<file path="src/rtl/lr23_pkg.sv">
// ----------------------------------------------------------------------------
// lr23_pkg
// Types and constants shared by the 3/2 linear resampler modules.
// ----------------------------------------------------------------------------
package lr23_pkg;

    localparam int SAMPLE_W = 16;
    localparam int SUM_W    = SAMPLE_W + 2;
    localparam int MAG_W    = SUM_W - 1;

    // ceil(2^17 / 3): exact floor(a / 3) for every a below 2^17
    localparam int          RECIP_SHIFT = 17;
    localparam logic [16:0] RECIP3      = 17'd43691;

    typedef logic signed [SAMPLE_W-1:0] t_sample;

    // captured input item together with the resampler state it sees
    typedef struct packed {
        t_sample x;
        t_sample prev;
        logic    odd;
        logic    have;
        logic    last;
    } t_stage;

    typedef struct packed {
        t_sample sample;
        logic    last;
    } t_res;

    // up to three results of one input item, entry 0 goes out first
    typedef struct packed {
        logic [1:0]      count;
        t_res [2:0]      item;
    } t_res_set;

endpackage

</file>
<file path="src/rtl/lr23_interp.sv">
// ----------------------------------------------------------------------------
// lr23_interp
// Weighted mean by three and assembly of the result set of one input item.
// ----------------------------------------------------------------------------
module lr23_interp (
    input  lr23_pkg::t_stage   i_stage,
    output lr23_pkg::t_res_set o_set
);

    logic signed [lr23_pkg::SUM_W-1:0]   prev_ext;
    logic signed [lr23_pkg::SUM_W-1:0]   x_ext;
    logic signed [lr23_pkg::SUM_W-1:0]   sum;
    logic                                neg;
    logic [lr23_pkg::SUM_W-1:0]          sum_abs;
    logic [lr23_pkg::MAG_W-1:0]          mag;
    logic [lr23_pkg::MAG_W+17-1:0]       prod;
    logic [lr23_pkg::MAG_W-1:0]          quot;
    logic [lr23_pkg::MAG_W-1:0]          quot_signed;
    lr23_pkg::t_sample                   mean;
    lr23_pkg::t_res                      mean_item;
    lr23_pkg::t_res                      x_item;
    lr23_pkg::t_res                      tail_item;

    assign prev_ext = lr23_pkg::SUM_W'(i_stage.prev);
    assign x_ext    = lr23_pkg::SUM_W'(i_stage.x);

    // odd index weights the new sample twice, even index the previous one
    assign sum = i_stage.odd ? (prev_ext + (x_ext <<< 1)) : ((prev_ext <<< 1) + x_ext);

    // divide magnitude by three, then restore the sign (truncate toward zero)
    assign neg     = sum[lr23_pkg::SUM_W-1];
    assign sum_abs = neg ? (~sum + 1'b1) : sum;
    assign mag     = sum_abs[lr23_pkg::MAG_W-1:0];
    assign prod    = mag * lr23_pkg::RECIP3;
    assign quot    = prod[lr23_pkg::MAG_W+lr23_pkg::RECIP_SHIFT-1:lr23_pkg::RECIP_SHIFT];
    assign quot_signed = neg ? (~quot + 1'b1) : quot;
    assign mean    = lr23_pkg::t_sample'(quot_signed[lr23_pkg::SAMPLE_W-1:0]);

    assign mean_item = '{sample: mean,      last: 1'b0};
    assign x_item    = '{sample: i_stage.x, last: 1'b0};
    assign tail_item = '{sample: i_stage.x, last: 1'b1};

    always_comb begin
        o_set = '0;
        priority if (i_stage.odd) begin
            o_set.item[0] = mean_item;
            o_set.item[1] = tail_item;
            o_set.count   = i_stage.last ? 2'd2 : 2'd1;
        end else if (i_stage.have) begin
            o_set.item[0] = mean_item;
            o_set.item[1] = x_item;
            o_set.item[2] = tail_item;
            o_set.count   = i_stage.last ? 2'd3 : 2'd2;
        end else begin
            o_set.item[0] = x_item;
            o_set.item[1] = tail_item;
            o_set.count   = i_stage.last ? 2'd2 : 2'd1;
        end
    end

endmodule

</file>
<file path="src/rtl/linear_resampler_two_to_three.sv">
// ----------------------------------------------------------------------------
// linear_resampler_two_to_three
// Linear-interpolation upsampler by 3/2 for signed 16-bit audio streams.
// ----------------------------------------------------------------------------
// Usage:
//   Input samples arrive on the s_axis beats, tdata[15:0] the sample and
//   tlast on the final sample of a block. Results leave on the m_axis beats
//   in the same form; tlast marks the repeated final sample that closes
//   the block, after which the interpolation state starts over.
//   An even-indexed sample gives one or two results (the 2:1 mean with the
//   previous sample once one exists, then the sample), an odd-indexed one
//   gives the 1:2 mean; the final sample adds one more beat.
// Path: the first result of a sample passes the stage register and then
//   the result buffer, which takes it when the result buffer is free.
// Throughput: one result per cycle while the receiver is ready; the
//   single output channel sets the pace, and the stage register accepts
//   the next sample while the result buffer still drains.
// Reset (synchronous, active low) empties the stage and result buffer and
//   clears the state. A stalled receiver holds the current result steady;
//   input is refused while the stage register holds a sample that the buffer cannot take yet.
// ----------------------------------------------------------------------------
module linear_resampler_two_to_three (
    input  logic        i_clk,
    input  logic        i_rst_n,
    input  logic        i_s_axis_tvalid,
    output logic        o_s_axis_tready,
    input  logic [15:0] i_s_axis_tdata,   // [15:0] in_sample
    input  logic        i_s_axis_tlast,
    output logic        o_m_axis_tvalid,
    input  logic        i_m_axis_tready,
    output logic [15:0] o_m_axis_tdata,   // [15:0] out_sample
    output logic        o_m_axis_tlast
);

    logic                  s_fire;
    logic                  m_fire;
    logic                  load;
    lr23_pkg::t_sample     in_x;

    lr23_pkg::t_sample     r_prev;
    lr23_pkg::t_sample     n_prev;
    logic                  r_odd;
    logic                  n_odd;
    logic                  r_have;
    logic                  n_have;

    logic                  r_stage_valid;
    logic                  n_stage_valid;
    lr23_pkg::t_stage      r_stage;

    lr23_pkg::t_res_set    res_set;
    lr23_pkg::t_res [2:0]  r_q;
    lr23_pkg::t_res [2:0]  n_q;
    logic [1:0]            r_cnt;
    logic [1:0]            n_cnt;

    assign in_x   = lr23_pkg::t_sample'(i_s_axis_tdata);
    assign m_fire = (r_cnt != 2'd0) && i_m_axis_tready;
    // refill the buffer when it is empty or its last entry leaves now
    assign load   = r_stage_valid && ((r_cnt == 2'd0) || ((r_cnt == 2'd1) && m_fire));
    assign o_s_axis_tready = !r_stage_valid || load;
    assign s_fire = i_s_axis_tvalid && o_s_axis_tready;

    lr23_interp u_interp (
        .i_stage (r_stage),
        .o_set   (res_set)
    );

    // interpolation state advances at the input beat
    always_comb begin
        n_prev = r_prev;
        n_odd  = r_odd;
        n_have = r_have;
        if (s_fire) begin
            if (i_s_axis_tlast) begin
                n_prev = '0;
                n_odd  = 1'b0;
                n_have = 1'b0;
            end else begin
                n_prev = in_x;
                n_odd  = !r_odd;
                n_have = 1'b1;
            end
        end
    end

    always_comb begin
        n_stage_valid = r_stage_valid;
        if (s_fire) begin
            n_stage_valid = 1'b1;
        end else if (load) begin
            n_stage_valid = 1'b0;
        end
    end

    // result buffer: entry 0 is on the output, shift on each beat
    always_comb begin
        n_q   = r_q;
        n_cnt = r_cnt;
        if (load) begin
            n_q   = res_set.item;
            n_cnt = res_set.count;
        end else if (m_fire) begin
            n_q[0] = r_q[1];
            n_q[1] = r_q[2];
            n_cnt  = r_cnt - 2'd1;
        end
    end

    always_ff @(posedge i_clk) begin
        if (!i_rst_n) begin
            r_prev        <= '0;
            r_odd         <= 1'b0;
            r_have        <= 1'b0;
            r_stage_valid <= 1'b0;
            r_cnt         <= 2'd0;
        end else begin
            r_prev        <= n_prev;
            r_odd         <= n_odd;
            r_have        <= n_have;
            r_stage_valid <= n_stage_valid;
            r_cnt         <= n_cnt;
        end
    end

    always_ff @(posedge i_clk) begin
        if (s_fire) begin
            r_stage <= '{x: in_x, prev: r_prev, odd: r_odd, have: r_have,
                         last: i_s_axis_tlast};
        end
        r_q <= n_q;
    end

    assign o_m_axis_tvalid = (r_cnt != 2'd0);
    assign o_m_axis_tdata  = r_q[0].sample;
    assign o_m_axis_tlast  = r_q[0].last;

endmodule

</file>
<file path="config.mk">
export PLATFORM = sky130hd
export DESIGN_NAME = linear_resampler_two_to_three
export DESIGN_NICKNAME = d
export VERILOG_FILES = /design/src/rtl/lr23_pkg.sv /design/src/rtl/lr23_interp.sv /design/src/rtl/linear_resampler_two_to_three.sv
export SDC_FILE = /design/constraint.sdc
export NUM_CORES = 1
export LEC_CHECK = 0
export BUFFER_PORTS_ARGS = -buffer_cell sky130_fd_sc_hd__buf_2
export CORE_MARGIN = 5
export CORE_UTILIZATION = 55
export DETAILED_ROUTE_END_ITERATION = 10
export HOLD_SLACK_MARGIN = 0.06
export PLACE_DENSITY_LB_ADDON = 0.2
export SLEW_MARGIN = 20
export SYNTH_ARGS = -nofsm -noshare
export SYNTH_HDL_FRONTEND = slang
export SYNTH_HIERARCHICAL = 1
export SYNTH_SLANG_ARGS = --single-unit
</file>
<file path="constraint.sdc">
create_clock -name i_clk -period 15.7 [get_ports i_clk]
set_input_delay 2.355 -clock i_clk [delete_from_list [all_inputs] [get_ports i_clk]]
set_output_delay 2.355 -clock i_clk [all_outputs]
set_load 0.01 [all_outputs]
</file>
==> flow_metrics.tcl <==
set metrics [dict create \
    run_status "complete, no violations" \
    grt_setup_unrepaired "no" \
    reg2reg_slack_ns 4.33 \
    cts_max_level 3 \
    fmax_mhz 87.9 \
    grt_start_max_net_pins 54 \
    crit_fanout 27 \
    antenna_left 0 \
    crit_path_start_kind "flip-flop" \
    busiest_layer "met2" \
    initial_core_util_pct 55.8 \
    globalRouteMet2Util_pct 40.2 \
    numClockSinks 107 \
    drtIter0Drc 632 \
    synth_area_um2 12600 \
    ys_ff_latch 107 \
    cts_buffers 9 \
    worst_slew_pin_slew_ns 0.994 \
    skew_ns 0.0105 \
    io_buffers 39 \
    min_path_type "flip-flop to flip-flop" \
    clock_path_buffers 2 \
    die_h_um 161 \
    cts_tree "yes" \
    grt_overflow 0 \
    globalplace.congestion 1.03 \
    reg2reg_depth 35 \
    cts_repair_resize_count 0 \
    end_kind "flip-flop" \
    setup_viol 0 \
    synth_flop_cell "edfxtp_1" \
    vias 9187 \
    viasPerCell 5.77 \
    grt_util_met1_pct 34.3 \
    crit_path_top_delay_cell "edfxtp_1" \
    critPathRequiredTime_ns 15.82 \
    rows 55 \
    clk_pin_slew_worst_paths_ns 0.08 \
    io_pins 40 \
    hold_viol 0 \
    syn_inst 1309 \
    seq_area_um2 3000 \
    cts_root_buffer "clkbuf_16" \
    cp_num_cells 35 \
    critPathBufInv 5 \
    nFillCells 2045 \
    routed_wl_um 30700 \
    fin_nets 1577 \
    grt_pass1_wl_um 50300 \
    cp.arrival_ns 11.49 \
    drt-pass1-iter-count 6 \
    synth_nets 1583 \
    setup_tns_ns 0 \
    insertion_delay_ns 0.36 \
    area_growth_pct 3.83 \
    cts_hold_buf 0 \
    multi_input_area_um2 8380 \
    yosysUniqueCellTypes 82 \
    finalCritPeriodShare_pct 72.4 \
    die_width_um 161 \
    insertedDiodeCount 0 \
    postCtsSetupBuffers 0 \
    grt_antenna_before_repair 0 \
    grt.total_usage_pct 24.4 \
    fp.coreArea_um2 22600 \
    slew_headroom_pct 33.7 \
    critical_path_class "flip-flop to flip-flop" \
    synthArstFlopShare_pct 0 \
    grt_pass1_vias 9356 \
    wl_per_cell_um 19.3 \
    hpwl_um 25400 \
    drv_slew 0 \
    drcViolationCount 0 \
    avgSynthCellArea_um2 9.63 \
    max_cap_viol_count 0 \
    synth_edf_count 86 \
    cp_top_family "adder cells" \
    yosysWarningCount 6 \
    seq_area_frac_synth_pct 23.8 \
    drive_above_1_share_pct 9.56 \
    min_path_cells 0 \
    dieArea_um2 26000 \
    finalCriticalPeriod_ns 11.37 \
    met3_usage_pct 3.73 \
    max_stage_delay_ns 0.79 \
]
## layout make-up
cell class                 count  share of cell area, %
multi-input combinational    925                   64.0
timing repair buffer          43                   1.72
clock buffer                   9                   1.72
clock inverter                 7                  0.621
sequential                   107                   22.9
tap                          285                   2.72
inverter                     217                   6.22
## per-layer routing
layer	vias up	share of wire [%]
li1	4468	-
met5	-	0
met2	214	47
met4	0	1.7
met1	4468	47
met3	37	5.1
## final timing paths
kind / from / end
worst max register to register: r_stage[2] / o_m_axis_tdata[11]
worst max-delay path: r_stage[2] / o_m_axis_tdata[11]
worst min register to register: r_prev[12] / r_stage[15]
worst min-delay path: r_prev[12] / r_stage[15]
## worst reg2reg max path: cells and delay by family (launching register included)
kind	cells	cell delay (ns)
AND/OR/NAND/NOR	11	2.92
XOR/XNOR	3	1.05
adder cells (fa/ha/maj)	7	3.21
flip-flops	1	0.79
buffers and inverters	5	0.75
multiplexers	4	1.13
AO/OA/AOI/OAI	5	1.27
## state kept, by name (all words and copies together) (netlist names)
| name | count |
|---|---|
| o_m_axis_tlast | 1 |
| r_have | 1 |
| o_m_axis_tdata | 16 |
| r_cnt | 2 |
| r_odd | 1 |
| r_q | 34 |
| r_stage_valid | 1 |
| r_stage | 35 |
| r_prev | 16 |
## layout by cell type, fill, tap and decap left out, drive strengths merged, types with 19 or more instances in the layout
cell type	instances
ha	165
edfxtp	86
a21o	30
fa	88
nand3b	21
nor3	22
xnor2	42
xor2	19
nor2	71
inv	222
dfxtp	21
mux2	39
and3	33
a21oi	57
nand2	84
mux2i	31
buf	43
o21ai	39
## synth_stat cells (3+ instances only)
cell,count,area (um^2)
nand4_1,5,31.3
nand3b_1,21,158
nand2_1,83,312
buf_6,4,45.0
a21oi_1,55,275
a211oi_1,6,45.0
or2_2,4,25.0
o21ai_0,37,185
a31o_2,3,26.3
nand2b_1,8,50.1
and2_1,6,37.5
a21o_1,29,218
o211ai_1,10,75.1
or3_1,10,62.6
nor3b_1,4,30.0
nor4_1,7,43.8
mux2_2,12,135
inv_1,216,811
o21bai_1,15,113
and3_1,33,206
buf_4,36,270
clkbuf_1,16,60.1
nor3_1,22,110
dfxtp_1,21,420
nor2b_1,9,56.3
a31oi_1,15,93.8
a311oi_1,3,26.3
fa_1,88,1760
mux2i_1,31,310
nor2_1,71,267
o21a_1,7,52.6
xor2_1,19,166
o31ai_1,5,37.5
nand3_1,16,80.1
ha_1,165,2060
o211a_1,3,30.0
a211o_1,3,26.3
o2111ai_1,5,43.8
edfxtp_1,86,2580
mux2_4,27,405
xnor2_1,42,368
## metrics by stage
stage	worst slack [ns]	instance area [um^2]	hold slack (ns)	utilization [%]	instances
after floorplan	6.23	12600	0.408	-	1309
after global placement	4.64	12800	0.415	56.6	1577
after detailed placement	4.55	12800	0.413	56.6	1577
after CTS	4.52	13100	0.434	58.0	1593
after global routing	3.74	13100	0.443	58.0	1593
final	4.33	13100	0.431	58.0	1593
## cell families after synthesis
group	after synthesis	share of synthesized area, %
AO/OA/AOI/OAI	227	12.2
XOR/XNOR	61	4.24
adder cells (fa/ha/maj)	253	30.4
buffers and inverters	277	9.79
flip-flops	107	23.8
multiplexers	70	6.75
other	1	0.0298
AND/OR/NAND/NOR	313	12.8
Power is left out: the tool's default activity adds up to more than one toggle a clock period on the data nets, which glitch-free logic cannot reach.
